## src/design/layer_priority_blend_compositor_defines.svh

```systemverilog
// Assertion macros shared by the layer priority blend compositor RTL.
// Included by the files that carry concurrent checks; depends on nothing.
`ifndef LAYER_PRIORITY_BLEND_COMPOSITOR_DEFINES_SVH
`define LAYER_PRIORITY_BLEND_COMPOSITOR_DEFINES_SVH

// Same-cycle implication, disabled while reset is asserted.
`define LPBC_ASSERT_SAME(lbl, clk, rstn, ante, cons) \
  lbl: assert property (@(posedge clk) disable iff (!rstn) (ante) |-> (cons)) \
    else $error("lpbc: same-cycle check failed");

// Next-cycle implication, disabled while reset is asserted.
`define LPBC_ASSERT_NEXT(lbl, clk, rstn, ante, cons) \
  lbl: assert property (@(posedge clk) disable iff (!rstn) (ante) |=> (cons)) \
    else $error("lpbc: next-cycle check failed");

`endif

```

## src/design/lpbc_pkg.sv

```systemverilog
// Shared types, codes and helper functions of the layer priority blend compositor.
// Used by every interface and module of the block; depends on nothing.
`timescale 1ns / 1ps
`default_nettype none

package lpbc_pkg;

  localparam int unsigned CFG_IDX_W  = 3;
  localparam int unsigned CFG_DATA_W = 15;
  localparam int unsigned RGB555_W   = 15;
  localparam int unsigned RGB666_W   = 18;
  localparam int unsigned CHAN_W     = 6;
  localparam int unsigned COEFF_MAX  = 16;

  typedef enum logic [CFG_IDX_W-1:0] {
    REG_BLEND_CTRL  = 3'd0,
    REG_ALPHA_COEFF = 3'd1,
    REG_BRIGHT      = 3'd2,
    REG_BG_PRIO     = 3'd3,
    REG_OBJ_ENABLE  = 3'd4,
    REG_BACKDROP    = 3'd5
  } cfg_reg_e;

  typedef enum logic [1:0] {
    EFFECT_NONE     = 2'd0,
    EFFECT_ALPHA    = 2'd1,
    EFFECT_BRIGHTEN = 2'd2,
    EFFECT_DARKEN   = 2'd3
  } effect_e;

  typedef enum logic [2:0] {
    LAYER_BG0      = 3'd0,
    LAYER_BG1      = 3'd1,
    LAYER_BG2      = 3'd2,
    LAYER_BG3      = 3'd3,
    LAYER_OBJ      = 3'd4,
    LAYER_BACKDROP = 3'd5
  } layer_e;

  localparam logic [2:0] PRIO_BACKDROP = 3'd4;

  typedef struct packed {
    logic [13:0]         blend_ctrl;
    logic [12:0]         alpha_coeffs;
    logic [4:0]          bright_coeff;
    logic [7:0]          bg_prio;
    logic                obj_enable;
    logic [RGB555_W-1:0] backdrop;
  } cfg_t;

  typedef struct packed {
    logic [7:0]          pixel_x;
    logic [7:0]          line_number;
    logic [RGB555_W-1:0] bg0_colour;
    logic [RGB555_W-1:0] bg1_colour;
    logic [RGB555_W-1:0] bg2_colour;
    logic [RGB555_W-1:0] bg3_colour;
    logic [3:0]          bg_opaque;
    logic [3:0]          layer_window_mask;
    logic [RGB555_W-1:0] obj_colour;
    logic                obj_opaque;
    logic [1:0]          obj_priority;
    logic                obj_semi_transparent;
  } px_t;

  typedef struct packed {
    logic [RGB666_W-1:0] top_colour;
    logic [RGB666_W-1:0] bot_colour;
    logic                top_first;
    logic                bot_second;
    logic                semi;
  } sel_t;

  function automatic logic [RGB666_W-1:0] widen(input logic [RGB555_W-1:0] c);
    widen = {c[14:10], 1'b0, c[9:5], 1'b0, c[4:0], 1'b0};
  endfunction

  function automatic logic [4:0] clamp16(input logic [4:0] v);
    clamp16 = (v > 5'(COEFF_MAX)) ? 5'(COEFF_MAX) : v;
  endfunction

endpackage

`default_nettype wire

```

## src/design/lpbc_in_if.sv

```systemverilog
// Pixel input channel: valid/ready handshake with the per-pixel layer word.
// Depends on lpbc_pkg for the colour width.
`timescale 1ns / 1ps
`default_nettype none

interface lpbc_in_if;
  logic                          valid;
  logic                          ready;
  logic [7:0]                    pixel_x;
  logic [7:0]                    line_number;
  logic [lpbc_pkg::RGB555_W-1:0] bg0_colour;
  logic [lpbc_pkg::RGB555_W-1:0] bg1_colour;
  logic [lpbc_pkg::RGB555_W-1:0] bg2_colour;
  logic [lpbc_pkg::RGB555_W-1:0] bg3_colour;
  logic [3:0]                    bg_opaque;
  logic [3:0]                    layer_window_mask;
  logic [lpbc_pkg::RGB555_W-1:0] obj_colour;
  logic                          obj_opaque;
  logic [1:0]                    obj_priority;
  logic                          obj_semi_transparent;

  modport source (
    output valid, pixel_x, line_number, bg0_colour, bg1_colour, bg2_colour, bg3_colour,
           bg_opaque, layer_window_mask, obj_colour, obj_opaque, obj_priority,
           obj_semi_transparent,
    input  ready
  );

  modport sink (
    input  valid, pixel_x, line_number, bg0_colour, bg1_colour, bg2_colour, bg3_colour,
           bg_opaque, layer_window_mask, obj_colour, obj_opaque, obj_priority,
           obj_semi_transparent,
    output ready
  );
endinterface

`default_nettype wire

```

## src/design/lpbc_out_if.sv

```systemverilog
// Result channel: valid/ready handshake with the composed rgb666 pixel word.
// Depends on lpbc_pkg for the colour width.
`timescale 1ns / 1ps
`default_nettype none

interface lpbc_out_if;
  logic                          valid;
  logic                          ready;
  logic [7:0]                    out_x;
  logic [7:0]                    out_line;
  logic [lpbc_pkg::RGB666_W-1:0] out_colour;

  modport source (
    output valid, out_x, out_line, out_colour,
    input  ready
  );

  modport sink (
    input  valid, out_x, out_line, out_colour,
    output ready
  );
endinterface

`default_nettype wire

```

## src/design/lpbc_cfg_regs.sv

```systemverilog
// Configuration register file of the compositor, written through a plain write port.
// Depends on lpbc_pkg for the register codes and the cfg_t bundle.
`timescale 1ns / 1ps
`default_nettype none

module lpbc_cfg_regs (
  input  wire logic                            clk,
  input  wire logic                            rst_n,
  input  wire logic                            cfg_we,
  input  wire logic [lpbc_pkg::CFG_IDX_W-1:0]  cfg_index,
  input  wire logic [lpbc_pkg::CFG_DATA_W-1:0] cfg_wdata,
  output lpbc_pkg::cfg_t                       cfg
);

  lpbc_pkg::cfg_t cfg_r;

  always_ff @(posedge clk) begin
    if (!rst_n) begin
      cfg_r <= '0;
    end else if (cfg_we) begin
      case (cfg_index)
        lpbc_pkg::REG_BLEND_CTRL:  cfg_r.blend_ctrl   <= cfg_wdata[13:0];
        lpbc_pkg::REG_ALPHA_COEFF: cfg_r.alpha_coeffs <= cfg_wdata[12:0];
        lpbc_pkg::REG_BRIGHT:      cfg_r.bright_coeff <= cfg_wdata[4:0];
        lpbc_pkg::REG_BG_PRIO:     cfg_r.bg_prio      <= cfg_wdata[7:0];
        lpbc_pkg::REG_OBJ_ENABLE:  cfg_r.obj_enable   <= cfg_wdata[0];
        lpbc_pkg::REG_BACKDROP:    cfg_r.backdrop     <= cfg_wdata[14:0];
        default: begin
        end
      endcase
    end
  end

  assign cfg = cfg_r;

endmodule

`default_nettype wire

```

## src/design/lpbc_layer_select.sv

```systemverilog
// Picks the two front-most layers of one pixel and widens their colours to rgb666.
// Depends on lpbc_pkg for the layer codes, cfg_t, px_t and sel_t.
`timescale 1ns / 1ps
`default_nettype none

module lpbc_layer_select (
  input  wire lpbc_pkg::cfg_t cfg,
  input  wire lpbc_pkg::px_t  px,
  output lpbc_pkg::sel_t      sel
);

  lpbc_pkg::layer_e              tgt0;
  lpbc_pkg::layer_e              tgt1;
  logic [2:0]                    pr0;
  logic [2:0]                    pr1;
  logic [2:0]                    p;
  logic [2:0]                    obj_p;
  logic [3:0]                    visible;
  logic                          semi;
  logic [5:0]                    first_mask;
  logic [5:0]                    second_mask;

  assign visible     = px.bg_opaque & px.layer_window_mask;
  assign obj_p       = {1'b0, px.obj_priority};
  assign first_mask  = cfg.blend_ctrl[5:0];
  assign second_mask = cfg.blend_ctrl[13:8];

  // Backgrounds are scanned from bg3 down so that the lower index wins ties.
  always_comb begin
    tgt0 = lpbc_pkg::LAYER_BACKDROP;
    tgt1 = lpbc_pkg::LAYER_BACKDROP;
    pr0  = lpbc_pkg::PRIO_BACKDROP;
    pr1  = lpbc_pkg::PRIO_BACKDROP;
    semi = 1'b0;
    p    = '0;
    for (int i = 3; i >= 0; i--) begin
      p = {1'b0, cfg.bg_prio[2*i +: 2]};
      if (visible[i]) begin
        if (p <= pr0) begin
          tgt1 = tgt0;
          pr1  = pr0;
          tgt0 = lpbc_pkg::layer_e'(3'(i));
          pr0  = p;
        end else if (p <= pr1) begin
          tgt1 = lpbc_pkg::layer_e'(3'(i));
          pr1  = p;
        end
      end
    end
    if (cfg.obj_enable && px.obj_opaque) begin
      if (obj_p <= pr0) begin
        tgt1 = tgt0;
        tgt0 = lpbc_pkg::LAYER_OBJ;
        semi = px.obj_semi_transparent;
      end else if (obj_p <= pr1) begin
        tgt1 = lpbc_pkg::LAYER_OBJ;
      end
    end
  end

  function automatic logic [lpbc_pkg::RGB555_W-1:0] pick(
    input lpbc_pkg::layer_e      t,
    input lpbc_pkg::px_t         x,
    input logic [lpbc_pkg::RGB555_W-1:0] backdrop
  );
    case (t)
      lpbc_pkg::LAYER_BG0: pick = x.bg0_colour;
      lpbc_pkg::LAYER_BG1: pick = x.bg1_colour;
      lpbc_pkg::LAYER_BG2: pick = x.bg2_colour;
      lpbc_pkg::LAYER_BG3: pick = x.bg3_colour;
      lpbc_pkg::LAYER_OBJ: pick = x.obj_colour;
      default:             pick = backdrop;
    endcase
  endfunction

  assign sel.top_colour = lpbc_pkg::widen(pick(tgt0, px, cfg.backdrop));
  assign sel.bot_colour = lpbc_pkg::widen(pick(tgt1, px, cfg.backdrop));
  assign sel.top_first  = first_mask[tgt0] || semi;
  assign sel.bot_second = second_mask[tgt1];
  assign sel.semi       = semi;

endmodule

`default_nettype wire

```

## src/design/lpbc_blend.sv

```systemverilog
// Colour effect unit: alpha blend, brighten or darken on the three rgb666 channels.
// Depends on lpbc_pkg for cfg_t, sel_t, the effect codes and clamp16.
`timescale 1ns / 1ps
`default_nettype none

module lpbc_blend (
  input  wire lpbc_pkg::cfg_t                 cfg,
  input  wire lpbc_pkg::sel_t                 sel,
  output logic [lpbc_pkg::RGB666_W-1:0]       colour
);

  localparam int unsigned CW = lpbc_pkg::CHAN_W;

  lpbc_pkg::effect_e             effect;
  lpbc_pkg::effect_e             mode;
  logic [4:0]                    eva;
  logic [4:0]                    evb;
  logic [4:0]                    evy;
  logic [lpbc_pkg::RGB666_W-1:0] alpha_c;
  logic [lpbc_pkg::RGB666_W-1:0] bright_c;
  logic [lpbc_pkg::RGB666_W-1:0] dark_c;

  assign effect = lpbc_pkg::effect_e'(cfg.blend_ctrl[7:6]);
  assign eva    = lpbc_pkg::clamp16(cfg.alpha_coeffs[4:0]);
  assign evb    = lpbc_pkg::clamp16(cfg.alpha_coeffs[12:8]);
  assign evy    = lpbc_pkg::clamp16(cfg.bright_coeff);

  for (genvar k = 0; k < 3; k++) begin : g_chan
    logic [CW-1:0] t;
    logic [CW-1:0] b;
    logic [10:0]   a_sum;
    logic [6:0]    a_q;
    logic [10:0]   up_sum;
    logic [10:0]   dn_sum;

    assign t      = sel.top_colour[k*CW +: CW];
    assign b      = sel.bot_colour[k*CW +: CW];
    assign a_sum  = 11'(t) * 11'(eva) + 11'(b) * 11'(evb) + 11'd8;
    assign a_q    = a_sum[10:4];
    assign up_sum = 11'(6'd63 - t) * 11'(evy) + 11'd8;
    assign dn_sum = 11'(t) * 11'(evy) + 11'd7;

    assign alpha_c[k*CW +: CW]  = (a_q > 7'd63) ? 6'd63 : a_q[5:0];
    assign bright_c[k*CW +: CW] = t + up_sum[9:4];
    assign dark_c[k*CW +: CW]   = t - dn_sum[9:4];
  end

  // A semi-transparent object over a second target always alpha-blends.
  always_comb begin
    if (sel.semi && sel.bot_second) begin
      mode = lpbc_pkg::EFFECT_ALPHA;
    end else if (!sel.top_first || (effect == lpbc_pkg::EFFECT_ALPHA && !sel.bot_second)) begin
      mode = lpbc_pkg::EFFECT_NONE;
    end else begin
      mode = effect;
    end
  end

  always_comb begin
    case (mode)
      lpbc_pkg::EFFECT_ALPHA:    colour = alpha_c;
      lpbc_pkg::EFFECT_BRIGHTEN: colour = bright_c;
      lpbc_pkg::EFFECT_DARKEN:   colour = dark_c;
      default:                   colour = sel.top_colour;
    endcase
  end

endmodule

`default_nettype wire

```

## src/design/layer_priority_blend_compositor.sv

```systemverilog
// Layer priority blend compositor top level: input register, layer pick and blend, result register.
// Depends on lpbc_pkg, lpbc_in_if, lpbc_out_if, lpbc_cfg_regs, lpbc_layer_select and lpbc_blend.
// The input register holds an accepted pixel word and the result register its blended result.
// Throughput: one word per cycle unless the output stalls; the registers form a two-stage pipeline.
// Synchronous active-low reset clears both stage valid flags and all configuration registers.
`timescale 1ns / 1ps
`default_nettype none

`include "layer_priority_blend_compositor_defines.svh"

module layer_priority_blend_compositor (
  input  wire logic                            clk,
  input  wire logic                            rst_n,
  input  wire logic                            cfg_we,
  input  wire logic [lpbc_pkg::CFG_IDX_W-1:0]  cfg_index,
  input  wire logic [lpbc_pkg::CFG_DATA_W-1:0] cfg_wdata,
  lpbc_in_if.sink                              in_px,
  lpbc_out_if.source                           out_px
);

  lpbc_pkg::cfg_t                cfg;
  lpbc_pkg::sel_t                sel;
  lpbc_pkg::px_t                 in_word;
  lpbc_pkg::px_t                 s1_px_r;
  logic                          s1_valid_r;
  logic                          s1_ready;
  logic                          s2_ready;
  logic                          out_valid_r;
  logic [7:0]                    out_x_r;
  logic [7:0]                    out_line_r;
  logic [lpbc_pkg::RGB666_W-1:0] out_colour_r;
  logic [lpbc_pkg::RGB666_W-1:0] out_colour_nxt;

  lpbc_cfg_regs u_cfg_regs (
    .clk       (clk),
    .rst_n     (rst_n),
    .cfg_we    (cfg_we),
    .cfg_index (cfg_index),
    .cfg_wdata (cfg_wdata),
    .cfg       (cfg)
  );

  assign in_word.pixel_x              = in_px.pixel_x;
  assign in_word.line_number          = in_px.line_number;
  assign in_word.bg0_colour           = in_px.bg0_colour;
  assign in_word.bg1_colour           = in_px.bg1_colour;
  assign in_word.bg2_colour           = in_px.bg2_colour;
  assign in_word.bg3_colour           = in_px.bg3_colour;
  assign in_word.bg_opaque            = in_px.bg_opaque;
  assign in_word.layer_window_mask    = in_px.layer_window_mask;
  assign in_word.obj_colour           = in_px.obj_colour;
  assign in_word.obj_opaque           = in_px.obj_opaque;
  assign in_word.obj_priority         = in_px.obj_priority;
  assign in_word.obj_semi_transparent = in_px.obj_semi_transparent;

  assign s2_ready    = !out_valid_r || out_px.ready;
  assign s1_ready    = !s1_valid_r || s2_ready;
  assign in_px.ready = s1_ready;

  always_ff @(posedge clk) begin
    if (!rst_n) begin
      s1_valid_r  <= 1'b0;
      out_valid_r <= 1'b0;
    end else begin
      if (s1_ready) begin
        s1_valid_r <= in_px.valid;
      end
      if (s2_ready) begin
        out_valid_r <= s1_valid_r;
      end
    end
  end

  always_ff @(posedge clk) begin
    if (s1_ready && in_px.valid) begin
      s1_px_r <= in_word;
    end
    if (s2_ready && s1_valid_r) begin
      out_x_r      <= s1_px_r.pixel_x;
      out_line_r   <= s1_px_r.line_number;
      out_colour_r <= out_colour_nxt;
    end
  end

  lpbc_layer_select u_layer_select (
    .cfg (cfg),
    .px  (s1_px_r),
    .sel (sel)
  );

  lpbc_blend u_blend (
    .cfg    (cfg),
    .sel    (sel),
    .colour (out_colour_nxt)
  );

  assign out_px.valid      = out_valid_r;
  assign out_px.out_x      = out_x_r;
  assign out_px.out_line   = out_line_r;
  assign out_px.out_colour = out_colour_r;

  `LPBC_ASSERT_NEXT(a_accept_fills_s1, clk, rst_n, in_px.valid && in_px.ready, s1_valid_r)
  `LPBC_ASSERT_NEXT(a_s1_holds_on_stall, clk, rst_n, s1_valid_r && !s2_ready,
                    s1_valid_r && $stable(s1_px_r))
  `LPBC_ASSERT_NEXT(a_s1_moves_to_out, clk, rst_n, s1_valid_r && s2_ready, out_valid_r)
  `LPBC_ASSERT_NEXT(a_out_drains_empty, clk, rst_n, !s1_valid_r && out_px.ready, !out_valid_r)
  `LPBC_ASSERT_NEXT(a_x_passes_through, clk, rst_n, s1_valid_r && s2_ready,
                    out_x_r == $past(s1_px_r.pixel_x))

endmodule

`default_nettype wire

```

## src/flat_wrapper.sv

```systemverilog
// flat-port wrapper written by rule: the top's interface ports become plain ports
module layer_priority_blend_compositor_flat 
  (clk, rst_n, cfg_we, cfg_index, cfg_wdata, in_px_valid, in_px_pixel_x, in_px_line_number, in_px_bg0_colour, in_px_bg1_colour, in_px_bg2_colour, in_px_bg3_colour, in_px_bg_opaque, in_px_layer_window_mask, in_px_obj_colour, in_px_obj_opaque, in_px_obj_priority, in_px_obj_semi_transparent, in_px_ready, out_px_valid, out_px_out_x, out_px_out_line, out_px_out_colour, out_px_ready);
  lpbc_in_if in_px_i ();
  lpbc_out_if out_px_i ();
  input  wire logic clk;
  input  wire logic rst_n;
  input  wire logic cfg_we;
  input  wire logic [lpbc_pkg::CFG_IDX_W-1:0] cfg_index;
  input  wire logic [lpbc_pkg::CFG_DATA_W-1:0] cfg_wdata;
  input wire logic [$bits(in_px_i.valid)-1:0] in_px_valid;
  input wire logic [$bits(in_px_i.pixel_x)-1:0] in_px_pixel_x;
  input wire logic [$bits(in_px_i.line_number)-1:0] in_px_line_number;
  input wire logic [$bits(in_px_i.bg0_colour)-1:0] in_px_bg0_colour;
  input wire logic [$bits(in_px_i.bg1_colour)-1:0] in_px_bg1_colour;
  input wire logic [$bits(in_px_i.bg2_colour)-1:0] in_px_bg2_colour;
  input wire logic [$bits(in_px_i.bg3_colour)-1:0] in_px_bg3_colour;
  input wire logic [$bits(in_px_i.bg_opaque)-1:0] in_px_bg_opaque;
  input wire logic [$bits(in_px_i.layer_window_mask)-1:0] in_px_layer_window_mask;
  input wire logic [$bits(in_px_i.obj_colour)-1:0] in_px_obj_colour;
  input wire logic [$bits(in_px_i.obj_opaque)-1:0] in_px_obj_opaque;
  input wire logic [$bits(in_px_i.obj_priority)-1:0] in_px_obj_priority;
  input wire logic [$bits(in_px_i.obj_semi_transparent)-1:0] in_px_obj_semi_transparent;
  output wire logic [$bits(in_px_i.ready)-1:0] in_px_ready;
  output wire logic [$bits(out_px_i.valid)-1:0] out_px_valid;
  output wire logic [$bits(out_px_i.out_x)-1:0] out_px_out_x;
  output wire logic [$bits(out_px_i.out_line)-1:0] out_px_out_line;
  output wire logic [$bits(out_px_i.out_colour)-1:0] out_px_out_colour;
  input wire logic [$bits(out_px_i.ready)-1:0] out_px_ready;
  assign in_px_i.valid = in_px_valid;
  assign in_px_i.pixel_x = in_px_pixel_x;
  assign in_px_i.line_number = in_px_line_number;
  assign in_px_i.bg0_colour = in_px_bg0_colour;
  assign in_px_i.bg1_colour = in_px_bg1_colour;
  assign in_px_i.bg2_colour = in_px_bg2_colour;
  assign in_px_i.bg3_colour = in_px_bg3_colour;
  assign in_px_i.bg_opaque = in_px_bg_opaque;
  assign in_px_i.layer_window_mask = in_px_layer_window_mask;
  assign in_px_i.obj_colour = in_px_obj_colour;
  assign in_px_i.obj_opaque = in_px_obj_opaque;
  assign in_px_i.obj_priority = in_px_obj_priority;
  assign in_px_i.obj_semi_transparent = in_px_obj_semi_transparent;
  assign in_px_ready = in_px_i.ready;
  assign out_px_valid = out_px_i.valid;
  assign out_px_out_x = out_px_i.out_x;
  assign out_px_out_line = out_px_i.out_line;
  assign out_px_out_colour = out_px_i.out_colour;
  assign out_px_i.ready = out_px_ready;
  layer_priority_blend_compositor u_core (.clk(clk), .rst_n(rst_n), .cfg_we(cfg_we), .cfg_index(cfg_index), .cfg_wdata(cfg_wdata), .in_px(in_px_i), .out_px(out_px_i));
endmodule
```

## config.mk

```make
export PLATFORM = sky130hd
export DESIGN_NAME = layer_priority_blend_compositor_flat
export DESIGN_NICKNAME = d
export VERILOG_FILES = /design/src/design/lpbc_pkg.sv /design/src/design/lpbc_in_if.sv /design/src/design/lpbc_out_if.sv /design/src/design/lpbc_cfg_regs.sv /design/src/design/lpbc_layer_select.sv /design/src/design/lpbc_blend.sv /design/src/design/layer_priority_blend_compositor.sv /design/src/flat_wrapper.sv
export VERILOG_INCLUDE_DIRS = /design/src /design/src/design
export SDC_FILE = /design/constraint.sdc
export NUM_CORES = 1
export LEC_CHECK = 0
export BUFFER_PORTS_ARGS = -buffer_cell sky130_fd_sc_hd__buf_4
export CORE_MARGIN = 1
export CORE_UTILIZATION = 65
export CTS_BUF_LIST = sky130_fd_sc_hd__clkbuf_16
export DETAILED_ROUTE_END_ITERATION = 12
export PLACE_DENSITY = 0.85
export SYNTH_ARGS = -nofsm -noshare
export SYNTH_HDL_FRONTEND = slang
export SYNTH_SLANG_ARGS = --single-unit
```

## constraint.sdc

```tcl
create_clock -name clk -period 26.2 [get_ports clk]
set_input_delay 6.55 -clock clk [delete_from_list [all_inputs] [get_ports clk]]
set_output_delay 6.55 -clock clk [all_outputs]
set_load 0.02 [all_outputs]
```

==> results of run 1 <==
[registers in the layout, indices dropped and copies added, names as in the netlist]
name,flops
u_core.out_px.out_x,8
u_core.out_px.out_line,8
u_core.out_px.out_colour,18
u_core.s1_valid_r,1
u_core.u_cfg_regs.cfg,53
u_core.s1_px_r,103
u_core.out_px.valid,1
[worst max-delay path, delay by kind of cell]
kind	cells	cell delay (ps)
buf+inv	2	290
simple gates	2	470
[per-layer routing]
layer,routed length [µm],up-vias,global-route usage [%]
li1,-,8303,-
met1,22100,8463,43.4
met2,25900,916,57.5
met3,5020,183,5.31
met4,2770,0,18.4
met5,0,-,0
[power groups by stage]
stage	Clock, mW	Combinational, mW	Sequential, mW
2_1_floorplan	0	0.148	0.359
3_3_place_gp	0	0.224	0.357
3_5_place_dp	0	0.230	0.357
4_1_cts	0.272	0.233	0.351
5_1_grt	0.280	0.257	0.352
6_report	0.268	0.238	0.351
[stage by stage]
step,instances,total power [mW]
floorplan,2362,0.506
global placement,2873,0.581
detailed placement,2873,0.588
CTS,2905,0.855
global route,2905,0.889
finish,2905,0.857
[Yosys cell counts, types with 38 or more instances]
library cell	count
a21oi_1	136
o21ai_0	58
edfxtp_1	137
ha_1	305
a21boi_0	49
fa_1	120
xnor2_1	114
nor2_1	202
inv_1	295
nand2_1	296
mux2i_1	38
a21o_1	42
clkbuf_1	72
dfxtp_1	55
[cell families (layout without fill, tap and decap cells)]
| kind of cell | Yosys count | in the layout | share of synthesized area (%) |
|---|---|---|---|
| AND/OR/NAND/NOR | 684 | 684 | 14.4 |
| AO/OA/AOI/OAI | 492 | 492 | 16.3 |
| adder cells (fa/ha/maj) | 426 | 426 | 29.7 |
| buffers and inverters | 387 | 528 | 7.03 |
| flip-flops | 192 | 192 | 24.8 |
| XOR/XNOR | 140 | 140 | 5.84 |
| multiplexers | 41 | 41 | 1.97 |
[worst paths after layout]
check	startpoint	end	slack (ps)
worst min-delay path	u_core.s1_px_r[99]$_DFFE_PP_	u_core.out_px.out_x[4]$_DFFE_PP_	420
worst min register to register	u_core.s1_px_r[99]$_DFFE_PP_	u_core.out_px.out_x[4]$_DFFE_PP_	420
worst max-delay path	out_px_ready	in_px_ready	12350
worst max register to register	u_core.s1_px_r[26]$_DFFE_PP_	u_core.out_px.out_colour[5]$_DFFE_PP_	12710
[layout make-up]
| type | instances | share of cell area, % |
|---|---|---|
| clock buffer | 17 | 1.83 |
| clock inverter | 15 | 0.674 |
| inverter | 300 | 4.85 |
| multi-input combinational | 1783 | 61.7 |
| sequential | 192 | 22.5 |
| tap | 402 | 2.17 |
| timing repair buffer | 196 | 6.34 |
==> reports/results.txt, run 1 <==
Root Driver: clkbuf_16
Post-route setup slack: 12350 ps
Post-synth ARST share: 0%
Ant diodes: 0
Post-synth top area share: 19.6%
Multi-input gate area: 14300 µm²
Final #Nets: 3041
Cell mode on critical path: buf_4
Tcrit/Tclk final: 52.9%
Hold Path Depth: 0
Vias in the first global route: 18000
CP Class: primary input to output pin
Commonest non-fill, non-tap cells in the layout: ha_1, nand2_1, inv_1, nor2_1, buf_4
Maximum number of pins on one net before global-route repair: 92
Yosys cell types: 96
Int Power: 0.565 mW
CTS Buf Count: 17
Final core occ: 73.4%
Register area share after synthesis: 24.8%
Storage cell area: 5220 µm²
Clock tree sinks: 192
Worst-path cell chain: buf_4, nor2b_1, nand2_1, buf_4
Slowest-stage cell, CP: nor2b_1
DP HPWL: 42.9 mm
Rows: 65
LEAKAGE: 11.0 nW
CP Data Required Time: 19650 ps
Routed WL per cell: 19.2 µm
Final instance area: 23200 µm²
Combinational share of power: 27.8%
Die ar.: 33000 µm²
Remaining routing DRC violations: 0
Setup_tns: 0 ps
Cell count of the worst reg-to-reg path: 51
Die height: 182 µm
Peak supply drop: 0.0000405 V
Layout cells sized above 1: 11.4%
CP peak stage delay: 330 ps
Post CTS Setup Buffer Count: 0
Unrepaired setup endpoints after global routing: no
Critical Path Sink Type: output pin
Fmax achieved: 72.2 MHz
Final Max Slew Viols: 0
Clock skew: 17.8 ps
Post-place instance area: 22600 µm²
EDFF count, synth: 137
Worst-Skew Late Latency: 450 ps
Psw: 0.292 mW
Primary FF master, synth: edfxtp_1
Cts repair resizes: 0
Cell taking the most area after synthesis: edfxtp_1
DRT iter0 DRCs: 1680
Max-Cap Viols: 0
Worst hold path class: flop to flop
Synth Warn #: 0
First-pass GRT wire length: 89.8 mm
Initial Util: 66.4%
Cell count after synthesis: 2362
Filler cells: 2306
Hold buffer count at CTS: 0
Port Buffer Count: 161
Io pins: 162
Gr usage total: 34.6%
CP max FO: 4
Synthesized net count: 2913
Final Hold Fails: 0
Headroom to the max-slew limit: 26.8%
Max Root-Sink Buffers: 2
TritonCTS clock tree: built
Initial DRT Pass Iterations: 7
Startpoint Class: primary input
Syn_area_per_cell: 8.89 µm²
Clock power share: 31.2%
Final ANT Viol Nets: 0
Synth Register Bits: 192
Synth-to-Final Area Change: 10.6%
Setup WS pre-CTS: 12350 ps
Die W: 182 µm
Sw Share: 34.1%
WHS: 418 ps
Initial antenna violation count: 0
Actual slew at the worst max-slew pin: 1100 ps
Min Tclk post-route: 13850 ps
Total number of vias: 17900
PD cells: 36.9 nW/µm²
Final WL: 55.8 mm
Status: complete, no violations
Synth Cell Area: 21000 µm²
Sequential share of power: 41.0%
Core area: 31600 µm²
# setup viols final: 0
Post-DR vias/cell: 6.15
H-tree depth: 4
Total global routing overflow: 0
Commonest non-fill, non-tap cell in the layout: ha_1
Clock transition at path regs: 80 ps
Routability Congestion: 0.956
Crit path arrival time: 7300 ps
Synth area leaders: edfxtp_1, ha_1, fa_1
(Power assumes the default switching activity.)
==> inputs of run 2 (changes only) <==
- CORE_UTILIZATION: 65 -> 63
- PLACE_DENSITY: 0.85 -> 0.83
- clock period: 26.2 -> 14.4 ns (I/O delays scaled with it)
==> reports/results.txt, run 2 (synthesized netlist as in run 1, its figures left out) <==
Routed WL per cell: 19.1 µm
Port Buffer Count: 161
Initial DRT Pass Iterations: 7
Io pins: 162
DP HPWL: 44.4 mm
Peak supply drop: 0.000132 V
Unrepaired setup endpoints after global routing: no
Initial Util: 64.2%
Die height: 185 µm
Min Tclk post-route: 13130 ps
Hold Startpoint: u_core.s1_px_r[94]$_DFFE_PP_
Capturing point of the worst reg2reg path: u_core.out_px.out_colour[5]$_DFFE_PP_
Synth-to-Final Area Change: 10.9%
CTS Buf Count: 17
Rows: 66
Commonest non-fill, non-tap cells in the layout: ha_1, nand2_1, inv_1, nor2_1, buf_4
TritonCTS clock tree: built
Startpoint Class: flop
Ant diodes: 0
Die W: 185 µm
CP Data Required Time: 14620 ps
Headroom to the max-slew limit: 17.8%
Total power: 1.56 mW
Post CTS Setup Buffer Count: 0
Gr usage total: 34.3%
Die ar.: 34100 µm²
RR Startpoint: u_core.s1_px_r[26]$_DFFE_PP_
Max FFs per register: 103
CP max FO: 21
# setup viols final: 0
Status: complete, no violations
Hold buffer count at CTS: 0
Cts repair resizes: 0
Vias in the first global route: 17600
Max Root-Sink Buffers: 2
Total number of vias: 17600
Tcrit/Tclk final: 91.2%
Clock transition at path regs: 70 ps
Final WL: 56.2 mm
H-tree depth: 4
Critical Path Sink Type: flop
Core area: 32700 µm²
Cell mode on critical path: a21oi_1
PD cells: 67.0 nW/µm²
Max-Cap Viols: 0
Commonest non-fill, non-tap cell in the layout: ha_1
Crit path arrival time: 13350 ps
Layout cells sized above 1: 11.5%
Hold path endpoint: u_core.out_px.out_line[7]$_DFFE_PP_
Initial antenna violation count: 0
Maximum number of pins on one net before global-route repair: 56
Setup_tns: 0 ps
Final #Nets: 3043
CP peak stage delay: 710 ps
DRT iter0 DRCs: 1524
Largest reg by FF count: u_core.s1_px_r
Final Max Slew Viols: 0
Actual slew at the worst max-slew pin: 1230 ps
Root Driver: clkbuf_16
Hold Path Depth: 0
Worst reg2reg setup slack: 1270 ps
Final ANT Viol Nets: 0
Remaining routing DRC violations: 0
Worst hold path class: flop to flop
Cell count of the worst reg-to-reg path: 51
Clock tree sinks: 192
Fmax achieved: 76.2 MHz
LEAKAGE: 11.1 nW
Slowest-stage cell, CP: a21o_1
Routability Congestion: 0.951
Clock skew: 21.3 ps
CP Class: flop to flop
Total global routing overflow: 0
Post-DR vias/cell: 5.98
First-pass GRT wire length: 90.4 mm
Final Hold Fails: 0
Worst-Skew Late Latency: 470 ps
run 2: worst max path at each step:
| stage | start | to | slack (ps) | depth (start not counted) |
|---|---|---|---|---|
| after floorplan | u_core.s1_px_r[26]$_DFFE_PP_ | u_core.out_px.out_colour[5]$_DFFE_PP_ | 2960 | 53 |
| after global placement | u_core.s1_px_r[26]$_DFFE_PP_ | u_core.out_px.out_colour[5]$_DFFE_PP_ | 1900 | 51 |
| after detailed placement | u_core.s1_px_r[26]$_DFFE_PP_ | u_core.out_px.out_colour[5]$_DFFE_PP_ | 1540 | 51 |
| after CTS | u_core.s1_px_r[26]$_DFFE_PP_ | u_core.out_px.out_colour[5]$_DFFE_PP_ | 1460 | 51 |
| after global routing | u_core.s1_px_r[26]$_DFFE_PP_ | u_core.out_px.out_colour[5]$_DFFE_PP_ | 320 | 51 |
| final | u_core.s1_px_r[26]$_DFFE_PP_ | u_core.out_px.out_colour[5]$_DFFE_PP_ | 1270 | 51 |
run 2: cell type report:
type                    instances  area [µm²]
inverters                     300        1130
fillers                      2497        9410
clock inverters                15         173
clock buffers                  17         425
well taps                     442         553
repair buffers                198        1490
flip-flops and latches        192        5220
multi-input cells            1783       14300
run 2: critical path: cells and delay by family (launching register included):
kind,cells,cell delay [ps]
xor gates and xnor gates,6,1240
DFF,1,460
muxes,1,330
AOI/OAI and AO/OA,20,5190
buffers and inverters,3,190
adders and majority gates,9,3220
and+or+nand+nor,12,2250
run 2: per-stage QoR:
step	utilization (%)	hold slack [ps]	setup WS, ps	cell area, µm²	cells
6_report	71.2	419	1270	23300	2947
5_1_grt	71.2	424	321	23300	2947
4_1_cts	71.2	420	1460	23300	2947
3_5_place_dp	69.4	405	1540	22700	2915
3_3_place_gp	69.4	402	1900	22700	2915
2_1_floorplan	-	400	2960	21000	2362
run 2: per-layer routing:
metal	routed length, µm	up-vias	GRT usage, %
li1	-	8308	-
met1	23700	8355	44.0
met2	25600	782	56.1
met3	4310	169	5.93
met4	2580	0	16.1
met5	0	-	0
run 2: power breakdown:
part / switching, mW / total, mW / internal [mW]
Sequential: 0.0170 / 0.640 / 0.623
Combinational: 0.271 / 0.430 / 0.159
Clock: 0.244 / 0.492 / 0.247
